**src/rtl/core/stm_pkg.sv**
```systemverilog
// shared constants, types and register codes of the trimmed-mean block
// no dependencies
`timescale 1ns / 1ps

package stm_pkg;

  localparam int MAX_SAMPLES  = 32;
  localparam int SAMPLE_WIDTH = 24;

  localparam int COUNT_WIDTH = $clog2(MAX_SAMPLES + 1);
  localparam int SUM_WIDTH   = SAMPLE_WIDTH + $clog2(MAX_SAMPLES);
  localparam int DIV_WIDTH   = $clog2(MAX_SAMPLES - 1);
  localparam int STEP_WIDTH  = $clog2(SUM_WIDTH);

  localparam int COUNT_CFG_WIDTH  = 6;
  localparam int SPREAD_CFG_WIDTH = 8;
  localparam int FLOOR_CFG_WIDTH  = 24;
  localparam int CFG_DATA_WIDTH   = 24;
  localparam int CFG_INDEX_WIDTH  = 2;

  localparam logic [COUNT_CFG_WIDTH-1:0]  SAMPLE_COUNT_RESET = 6'd10;
  localparam logic [SPREAD_CFG_WIDTH-1:0] SPREAD_LIMIT_RESET = 8'd26;
  localparam logic [FLOOR_CFG_WIDTH-1:0]  LOAD_FLOOR_RESET   = 24'd500;

  localparam logic [COUNT_WIDTH-1:0] MIN_BATCH = COUNT_WIDTH'(3);
  localparam logic [COUNT_WIDTH-1:0] MAX_BATCH = COUNT_WIDTH'(MAX_SAMPLES);
  localparam logic [COUNT_WIDTH-1:0] TRIM_COUNT = COUNT_WIDTH'(2);
  localparam logic [STEP_WIDTH-1:0]  LAST_STEP = STEP_WIDTH'(SUM_WIDTH - 1);

  typedef enum logic [CFG_INDEX_WIDTH-1:0] {
    REG_SAMPLE_COUNT = 2'd0,
    REG_SPREAD_LIMIT = 2'd1,
    REG_LOAD_FLOOR   = 2'd2
  } cfg_reg_t;

  typedef enum logic [1:0] {
    ST_IDLE,
    ST_ACCUM,
    ST_JUDGE,
    ST_DIVIDE
  } stm_state_t;

  typedef struct packed {
    logic update;
    logic clear;
  } acc_ctrl_t;

endpackage

```
**src/rtl/core/stm_accum.sv**
```systemverilog
// running sum, maximum, minimum and sample count of the current batch
// depends on stm_pkg
`timescale 1ns / 1ps

module stm_accum (
  input  logic                                     clk,
  input  logic                                     rst,
  input  stm_pkg::acc_ctrl_t                       ctrl,
  input  logic signed [stm_pkg::SAMPLE_WIDTH-1:0]  sample,
  output logic signed [stm_pkg::SUM_WIDTH-1:0]     sum,
  output logic signed [stm_pkg::SAMPLE_WIDTH-1:0]  max_val,
  output logic signed [stm_pkg::SAMPLE_WIDTH-1:0]  min_val,
  output logic [stm_pkg::COUNT_WIDTH-1:0]          seen
);
  import stm_pkg::*;

  logic first;
  logic take_max;
  logic take_min;

  always_comb begin
    first    = (seen == '0);
    take_max = first || (sample > max_val);
    take_min = first || (sample < min_val);
  end

  always_ff @(posedge clk) begin
    if (rst || ctrl.clear) begin
      sum     <= '0;
      max_val <= '0;
      min_val <= '0;
      seen    <= '0;
    end else if (ctrl.update) begin
      sum  <= sum + SUM_WIDTH'(sample);
      seen <= seen + COUNT_WIDTH'(1);
      if (take_max) begin
        max_val <= sample;
      end
      if (take_min) begin
        min_val <= sample;
      end
    end
  end

endmodule

```
**src/rtl/core/stm_divider.sv**
```systemverilog
// restoring divider, one quotient bit per cycle, truncates toward zero
// depends on stm_pkg
`timescale 1ns / 1ps

module stm_divider (
  input  logic                                     clk,
  input  logic                                     rst,
  input  logic                                     load,
  input  logic signed [stm_pkg::SUM_WIDTH-1:0]     dividend,
  input  logic [stm_pkg::DIV_WIDTH-1:0]            divisor,
  output logic                                     done,
  output logic signed [stm_pkg::SAMPLE_WIDTH-1:0]  quotient
);
  import stm_pkg::*;

  logic                  active;
  logic [STEP_WIDTH-1:0] step;
  logic                  negative;
  logic [SUM_WIDTH-1:0]  quot;
  logic [DIV_WIDTH-1:0]  rem;
  logic [DIV_WIDTH-1:0]  dsor;

  logic [SUM_WIDTH-1:0]  magnitude;
  logic [DIV_WIDTH:0]    trial;
  logic                  fits;
  logic [DIV_WIDTH-1:0]  rem_next;
  logic [SUM_WIDTH-1:0]  quot_next;
  logic [SUM_WIDTH-1:0]  signed_q;
  logic                  last;

  always_comb begin
    magnitude = dividend[SUM_WIDTH-1] ? (~dividend + SUM_WIDTH'(1)) : dividend;
    trial     = {rem, quot[SUM_WIDTH-1]};
    fits      = (trial >= {1'b0, dsor});
    rem_next  = fits ? DIV_WIDTH'(trial - {1'b0, dsor}) : DIV_WIDTH'(trial);
    quot_next = {quot[SUM_WIDTH-2:0], fits};
    signed_q  = negative ? (~quot_next + SUM_WIDTH'(1)) : quot_next;
    last      = active && (step == LAST_STEP);
  end

  always_ff @(posedge clk) begin
    if (rst) begin
      active <= 1'b0;
      done   <= 1'b0;
      step   <= '0;
    end else begin
      done <= last;
      if (load) begin
        active <= 1'b1;
        step   <= '0;
      end else if (active) begin
        step <= step + STEP_WIDTH'(1);
        if (last) begin
          active <= 1'b0;
        end
      end
    end
  end

  // datapath, no reset needed
  always_ff @(posedge clk) begin
    if (load) begin
      negative <= dividend[SUM_WIDTH-1];
      quot     <= magnitude;
      rem      <= '0;
      dsor     <= divisor;
    end else if (active) begin
      quot <= quot_next;
      rem  <= rem_next;
    end
    if (last) begin
      quotient <= signed_q[SAMPLE_WIDTH-1:0];
    end
  end

endmodule

```
**src/rtl/core/stable_trimmed_mean.sv**
```systemverilog
// top level of the load-cell trimmed-mean averager with stability check
// depends on stm_pkg, stm_accum and stm_divider
`timescale 1ns / 1ps

// usage
//   input: drive weight_sample and raise start; the beat is taken on a rising
//   edge where start is high and busy is low. busy stays high while a sample
//   is worked on.
//   config: cfg_write with cfg_index and cfg_data writes one register at the
//   edge (0 sample_count, 1 spread_limit_q8, 2 load_floor); index 3 is ignored.
//   write only while busy is low; writes do not restart the current batch.
//   output: done pulses for one cycle with batch_accepted and weight_average.
//   the receiver cannot stall, so the result must be caught in that cycle.
// timing
//   a sample that does not close its batch passes through accept and accumulate.
//   the closing sample then goes to a judge step that either rejects the batch
//   or starts the single restoring divider, which produces one bit per cycle
//   over the full sum width, and that loop sets the latency of a stable batch.
//   one sample at a time is in flight; no result per non-closing sample.
// reset
//   rst is synchronous; it restores register defaults, empties the batch and
//   returns the sequencer to idle. no clearing pass is needed.
module stable_trimmed_mean (
  input  logic                                     clk,
  input  logic                                     rst,
  input  logic                                     start,
  output logic                                     busy,
  input  logic signed [stm_pkg::SAMPLE_WIDTH-1:0]  weight_sample,
  input  logic                                     cfg_write,
  input  logic [stm_pkg::CFG_INDEX_WIDTH-1:0]      cfg_index,
  input  logic [stm_pkg::CFG_DATA_WIDTH-1:0]       cfg_data,
  output logic                                     done,
  output logic                                     batch_accepted,
  output logic signed [stm_pkg::SAMPLE_WIDTH-1:0]  weight_average
);
  import stm_pkg::*;

  // configuration registers
  logic [COUNT_CFG_WIDTH-1:0]  sample_count;
  logic [SPREAD_CFG_WIDTH-1:0] spread_limit_q8;
  logic [FLOOR_CFG_WIDTH-1:0]  load_floor;

  // sequencer
  stm_state_t state;
  stm_state_t state_next;

  // latched input beat
  logic signed [SAMPLE_WIDTH-1:0] sample_reg;

  // batch state from the accumulator
  acc_ctrl_t                      acc_ctrl;
  logic signed [SUM_WIDTH-1:0]    sample_sum;
  logic signed [SAMPLE_WIDTH-1:0] sample_max;
  logic signed [SAMPLE_WIDTH-1:0] sample_min;
  logic [COUNT_WIDTH-1:0]         samples_seen;

  // divider handshake
  logic                           div_load;
  logic                           div_done;
  logic signed [SAMPLE_WIDTH-1:0] div_quotient;
  logic signed [SUM_WIDTH-1:0]    trimmed_sum;
  logic [DIV_WIDTH-1:0]           divisor;

  // batch judgement
  logic [COUNT_WIDTH-1:0]      batch_len;
  logic                        batch_end;
  logic signed [SAMPLE_WIDTH+1:0] min_plus_max;
  logic                        above_floor;
  logic [SAMPLE_WIDTH-1:0]     spread;
  logic [SAMPLE_WIDTH+SPREAD_CFG_WIDTH-1:0] spread_scaled;
  logic [SAMPLE_WIDTH+SPREAD_CFG_WIDTH-1:0] spread_bound;
  logic                        unstable;

  // result emission
  logic                           emit;
  logic                           emit_accept;
  logic signed [SAMPLE_WIDTH-1:0] emit_value;

  assign busy = (state != ST_IDLE);

  // register writes; out-of-list index drops the beat
  always_ff @(posedge clk) begin
    if (rst) begin
      sample_count    <= SAMPLE_COUNT_RESET;
      spread_limit_q8 <= SPREAD_LIMIT_RESET;
      load_floor      <= LOAD_FLOOR_RESET;
    end else if (cfg_write) begin
      unique case (cfg_index)
        REG_SAMPLE_COUNT: sample_count    <= cfg_data[COUNT_CFG_WIDTH-1:0];
        REG_SPREAD_LIMIT: spread_limit_q8 <= cfg_data[SPREAD_CFG_WIDTH-1:0];
        REG_LOAD_FLOOR:   load_floor      <= cfg_data[FLOOR_CFG_WIDTH-1:0];
        default: ;
      endcase
    end
  end

  // batch length clamped to the supported range
  always_comb begin
    priority if (COUNT_WIDTH'(sample_count) < MIN_BATCH) begin
      batch_len = MIN_BATCH;
    end else if (COUNT_WIDTH'(sample_count) > MAX_BATCH) begin
      batch_len = MAX_BATCH;
    end else begin
      batch_len = COUNT_WIDTH'(sample_count);
    end
  end

  // the batch closes once the count reaches the length, also if the length
  // was lowered under the count mid-batch
  assign batch_end = ((samples_seen + COUNT_WIDTH'(1)) >= batch_len);

  // stability test, evaluated on the registered min and max in the judge state
  always_comb begin
    min_plus_max  = (SAMPLE_WIDTH+2)'(sample_min) + (SAMPLE_WIDTH+2)'(sample_max);
    above_floor   = (min_plus_max > $signed({2'b00, load_floor}));
    spread        = SAMPLE_WIDTH'(sample_max - sample_min);
    spread_scaled = {spread, {SPREAD_CFG_WIDTH{1'b0}}};
    spread_bound  = (SAMPLE_WIDTH+SPREAD_CFG_WIDTH)'(spread_limit_q8)
                  * (SAMPLE_WIDTH+SPREAD_CFG_WIDTH)'($unsigned(sample_min));
    priority if (!above_floor) begin
      unstable = 1'b0;
    end else if (sample_min[SAMPLE_WIDTH-1]) begin
      // negative minimum always passes
      unstable = 1'b0;
    end else if (sample_min == '0) begin
      // zero minimum: any positive maximum is an unbounded spread
      unstable = (sample_max > '0);
    end else begin
      unstable = (spread_scaled > spread_bound);
    end
  end

  // trimmed sum drops exactly one max and one min sample
  always_comb begin
    trimmed_sum = sample_sum - SUM_WIDTH'(sample_max) - SUM_WIDTH'(sample_min);
    divisor     = DIV_WIDTH'(batch_len - TRIM_COUNT);
  end

  // next state
  always_comb begin
    state_next = state;
    unique case (state)
      ST_IDLE: begin
        if (start) begin
          state_next = ST_ACCUM;
        end
      end
      ST_ACCUM: begin
        state_next = batch_end ? ST_JUDGE : ST_IDLE;
      end
      ST_JUDGE: begin
        state_next = unstable ? ST_IDLE : ST_DIVIDE;
      end
      ST_DIVIDE: begin
        if (div_done) begin
          state_next = ST_IDLE;
        end
      end
      default: state_next = ST_IDLE;
    endcase
  end

  // sequencer outputs
  always_comb begin
    acc_ctrl    = '0;
    div_load    = 1'b0;
    emit        = 1'b0;
    emit_accept = 1'b0;
    emit_value  = '0;
    unique case (state)
      ST_IDLE: ;
      ST_ACCUM: begin
        acc_ctrl.update = 1'b1;
      end
      ST_JUDGE: begin
        if (unstable) begin
          emit           = 1'b1;
          acc_ctrl.clear = 1'b1;
        end else begin
          div_load = 1'b1;
        end
      end
      ST_DIVIDE: begin
        if (div_done) begin
          emit           = 1'b1;
          emit_accept    = 1'b1;
          emit_value     = div_quotient;
          acc_ctrl.clear = 1'b1;
        end
      end
      default: ;
    endcase
  end

  always_ff @(posedge clk) begin
    if (rst) begin
      state <= ST_IDLE;
      done  <= 1'b0;
    end else begin
      state <= state_next;
      done  <= emit;
    end
  end

  // payload registers
  always_ff @(posedge clk) begin
    if (start && !busy) begin
      sample_reg <= weight_sample;
    end
    if (emit) begin
      batch_accepted <= emit_accept;
      weight_average <= emit_value;
    end
  end

  stm_accum u_accum (
    .clk     (clk),
    .rst     (rst),
    .ctrl    (acc_ctrl),
    .sample  (sample_reg),
    .sum     (sample_sum),
    .max_val (sample_max),
    .min_val (sample_min),
    .seen    (samples_seen)
  );

  stm_divider u_divider (
    .clk      (clk),
    .rst      (rst),
    .load     (div_load),
    .dividend (trimmed_sum),
    .divisor  (divisor),
    .done     (div_done),
    .quotient (div_quotient)
  );

endmodule

```
**config.mk**
```make
export PLATFORM = sky130hd
export DESIGN_NAME = stable_trimmed_mean
export DESIGN_NICKNAME = d
export VERILOG_FILES = /design/src/rtl/core/stm_pkg.sv /design/src/rtl/core/stm_accum.sv /design/src/rtl/core/stm_divider.sv /design/src/rtl/core/stable_trimmed_mean.sv
export SDC_FILE = /design/constraint.sdc
export NUM_CORES = 1
export LEC_CHECK = 0
export BUFFER_PORTS_ARGS = -buffer_cell sky130_fd_sc_hd__buf_2
export CAP_MARGIN = 20
export CELL_PAD_IN_SITES_DETAIL_PLACEMENT = 1
export CELL_PAD_IN_SITES_GLOBAL_PLACEMENT = 1
export CORE_UTILIZATION = 39
export CTS_CLUSTER_SIZE = 30
export DETAILED_ROUTE_END_ITERATION = 12
export PLACE_DENSITY = 0.72
export SYNTH_ARGS = -nofsm -noshare
export SYNTH_HDL_FRONTEND = slang
export SYNTH_SLANG_ARGS = --single-unit
```
**constraint.sdc**
```tcl
create_clock -name clk -period 9 [get_ports clk]
set_input_delay 1.8 -clock clk [delete_from_list [all_inputs] [get_ports clk]]
set_output_delay 1.8 -clock clk [all_outputs]
set_load 0.1 [all_outputs]
```
==> impl_metrics.sql <==
INSERT INTO impl_metrics (metric_group, metric, value, unit) VALUES
('status', 'outcome', 'complete, no violations', ''),
('setup_path', 'crit_type', 'flip-flop to flip-flop', ''),
('drt', 'remaining_drc_errors', '0', ''),
('min_path', 'min-delay-start', 'load_floor[10]', ''),
('global_route', 'global_route_usage_over_all_layers', '23.5', '%'),
('global_route', 'first_pass_grt_wire_length', '124', 'mm'),
('drt', 'drt-pass1-iter-count', '5', ''),
('placed_design', 'pre_cts_ws', '0.371', 'ns'),
('synthesis', 'syn-instance-count', '2877', ''),
('timing', 'skew', '0.0225', 'ns'),
('setup_path', 'capture_point_of_the_worst_reg_to_reg_path', 'u_divider.quot[27]', ''),
('timing', 'max_slew.worst_pin.slew', '1.01', 'ns'),
('setup_path', 'cp.arrival', '8.94', 'ns'),
('clock_tree', 'clk_root_buffer_cell', 'clkbuf_16', ''),
('final_layout', 'final_net_count', '3423', ''),
('global_route', 'grt_antenna_before_repair', '0', ''),
('setup_path', 'reg2regPathDepth', '30', ''),
('setup_path', 'worst_setup_path_startpoint', 'spread_limit_q8[3]', ''),
('clock_tree', 'clock_tree_from_tritoncts', 'built', ''),
('drt', 'total_detailed_routing_wirelength', '77.8', 'mm'),
('timing', 'setup_total_negative_slack', '0', 'ns'),
('placed_design', 'globalplace.congestion', '0.892', ''),
('setup_path', 'critical_path.n_buffers_inverters', '6', ''),
('floorplanning', 'start_util', '39.6', '%'),
('timing', 'report.final.setup_viol', '0', ''),
('global_route', 'grt_remaining_overflow', '0', ''),
('drt', 'drtAntennaViolNets', '0', ''),
('floorplanning', 'core_area', '63300', 'um2'),
('timing', 'drv_slew', '0', ''),
('setup_path', 'path_common_cell', 'fa_1', ''),
('timing', 'pnr_worst_setup_slack', '0.411', 'ns'),
('power_and_ir_drop', 'ir_drop', '0.000155', 'V'),
('synthesis', 'synth_flop_cell', 'dfxtp_1', ''),
('synthesis', 'netlist-cell-type-count', '89', ''),
('clock_tree', 'clk-insertion-delay-late', '0.61', 'ns'),
('setup_path', 'worst_path_largest_cell_delay', '0.74', 'ns'),
('setup_path', 'worstPathMaxFanout', '24', ''),
('floorplanning', 'placementRows', '92', ''),
('timing', 'max_freq', '116', 'MHz'),
('clock_tree', 'clock_slew_at_reported_path_ffs', '0.07', 'ns'),
('synthesis', 'syn_nets', '3388', ''),
('synthesis', 'synth_edf_count', '108', ''),
('timing', 'rsz0062_at_grt', 'false', ''),
('setup_path', 'cp.required', '9.35', 'ns'),
('final_layout', 'final_layout_size_suffix_gt1_share', '7.63', '%'),
('drt', 'detailedRoute.firstIterationViolations', '1083', ''),
('clock_tree', 'post-cts-setup-buffers', '0', ''),
('synthesis', 'yosysWarnings', '0', ''),
('min_path', 'worstHoldPathCells', '2', ''),
('clock_tree', 'numCtsBuffers', '30', ''),
('drt', 'routed_vias', '20991', ''),
('clock_tree', 'cts.htree.levels', '1', ''),
('synthesis', 'synth.yosys.seq_area_share', '23.8', '%'),
('setup_path', 'crit_path_start_kind', 'flip-flop', ''),
('floorplanning', 'floorplan.die.height', '256', 'um'),
('global_route', 'grt_max_degree', '59', ''),
('clock_tree', 'cts_hold_repair.buffers', '0', ''),
('setup_path', 'critical_path.endpoint_type', 'flip-flop', ''),
('setup_path', 'critical_path.top_delay_family', 'compound AO/OA/AOI/OAI gates', ''),
('drt', 'post_drt_via_cell_ratio', '5.55', ''),
('placed_design', 'dp_hpwl', '62.2', 'mm'),
('final_layout', 'antenna_cells', '0', ''),
('final_layout', 'syn2layout_area_growth', '9.82', '%'),
('synthesis', 'synth_seq_cells', '244', ''),
('floorplanning', 'num_io_pins', '81', ''),
('setup_path', 'cpMaxStageDelayCell', 'o311ai_0', ''),
('synthesis', 'postSynth.asyncResetShare', '0', '%'),
('timing', 'min_period_over_period', '95.4', '%'),
('power_and_ir_drop', 'power-per-cell-area', '177', 'nW/um2'),
('setup_path', 'crit-reg2reg-launch', 'spread_limit_q8[3]', ''),
('floorplanning', 'die-width', '256', 'um');
-- cell usage in the layout (no fill, tap or decap), types with 13 or more instances in the layout --
master and count:
a21oi_1 197, nand2b_1 31, and3_1 14, a31oi_1 16, a211oi_1 21, o211ai_1 13
o21bai_1 14, nor2_1 151, mux2i_1 35, clkbuf_16 30, nor2b_1 37, edfxtp_1 108
fa_1 164, dfxtp_1 134, nand4_1 27, o21a_1 25, nand3_1 67, buf_4 32
o31ai_1 19, buf_2 81, nand2_1 276, o21ai_0 132, a211o_1 17, nor4_1 30
ha_1 293, xor2_1 51, inv_1 300, and2_1 187, xnor2_1 104, or3_1 22
nor3_1 46, a21o_1 71
-- metal layers --
| layer | global-route usage, % | vias up | part of all wire (%) |
|---|---|---|---|
| li1 | - | 9913 | - |
| met1 | 31.1 | 10588 | 46 |
| met2 | 40.3 | 386 | 48 |
| met3 | 3.00 | 104 | 4.1 |
| met4 | 5.95 | 0 | 2.6 |
| met5 | 0 | - | 0 |
-- metrics by stage --
step                cell area, um2  utilization (%)  hold slack (ns)  power [mW]  cells
floorplan                    25100                -            0.436        2.94   2877
global placement             26400             41.7            0.448        3.46   3721
detailed placement           26400             41.7            0.453        3.55   3721
CTS                          27500             43.4            0.462        4.89   3777
global route                 27500             43.5            0.490        5.20   3782
finish                       27500             43.5            0.461        4.88   3782
-- where the power goes --
part,internal [mW],total [mW],switching [mW]
clock,0.778,1.32,0.541
sequential,1.21,1.30,0.0901
combinational,0.879,2.26,1.38
total,2.87,4.88,2.01
-- cell families after synthesis --
family                   Yosys count  synth area share (%)
AND/OR/NAND/NOR                  942                  19.0
AO/OA/AOI/OAI                    622                  16.1
adder cells (fa/ha/maj)          457                  27.7
buffers and inverters            417                  6.35
flip-flops                       244                  23.8
XOR/XNOR                         155                  5.41
multiplexers                      40                  1.64
-- Yosys cell counts, types with 14 or more instances --
| library cell | number | area (um2) |
|---|---|---|
| edfxtp_1 | 108 | 3240 |
| o31ai_1 | 19 | 143 |
| nor3_1 | 46 | 230 |
| nor2_1 | 154 | 578 |
| a211oi_1 | 22 | 165 |
| nor4_1 | 30 | 188 |
| ha_1 | 293 | 3670 |
| a21oi_1 | 198 | 991 |
| nand4_1 | 27 | 169 |
| dfxtp_1 | 136 | 2720 |
| a31oi_1 | 17 | 106 |
| o21bai_1 | 14 | 105 |
| a21o_1 | 71 | 533 |
| mux2i_1 | 35 | 350 |
| o21ai_0 | 133 | 666 |
| o21a_1 | 25 | 188 |
| inv_1 | 300 | 1130 |
| nand3_1 | 67 | 335 |
| a211o_1 | 17 | 149 |
| nand2b_1 | 32 | 200 |
| xnor2_1 | 104 | 911 |
| nand2_1 | 276 | 1040 |
| fa_1 | 164 | 3280 |
| and3_1 | 14 | 87.6 |
| clkbuf_1 | 95 | 357 |
| xor2_1 | 51 | 447 |
| or3_1 | 22 | 138 |
| and2_1 | 187 | 1170 |
| nor2b_1 | 38 | 238 |
-- what timing repair did --
action                                  4_1_cts  5_1_grt
resized for setup                             0        5
endpoints found under the setup margin        0       10
endpoints found under the hold margin         0        0
-- worst max path at each step --
stage | end | slack (ns) | depth (start not counted)
2_1_floorplan | u_divider.quot[0] | 0.71 | 30
3_3_place_gp | u_divider.quot[2] | 0.60 | 29
3_5_place_dp | u_divider.quot[11] | 0.37 | 29
4_1_cts | u_divider.quot[11] | 0.33 | 29
5_1_grt | u_divider.quot[27] | 0.04 | 30
6_report | u_divider.quot[27] | 0.41 | 30
-- worst register-to-register path, delay by kind of cell, from the launching register on --
family,cells,cell delay (ns)
DFF,1,0.39
adders and majority gates,6,2.69
xor gates and xnor gates,1,0.15
AOI/OAI and AO/OA,12,3.35
and+or+nand+nor,5,0.74
buffers and inverters,6,1.02
-- final cells by class --
cell class / instances / area, um2 / area share [%]
Timing Repair Buffer: 119 / 752 / 2.73
Inverter: 301 / 1130 / 4.11
Clock inverter: 18 / 259 / 0.940
Tap cell: 846 / 1060 / 3.84
Clock buffer: 38 / 801 / 2.91
Sequential cell: 244 / 5970 / 21.7
Multi-Input combinational cell: 2216 / 17600 / 63.8
(Power assumes the default switching activity.)
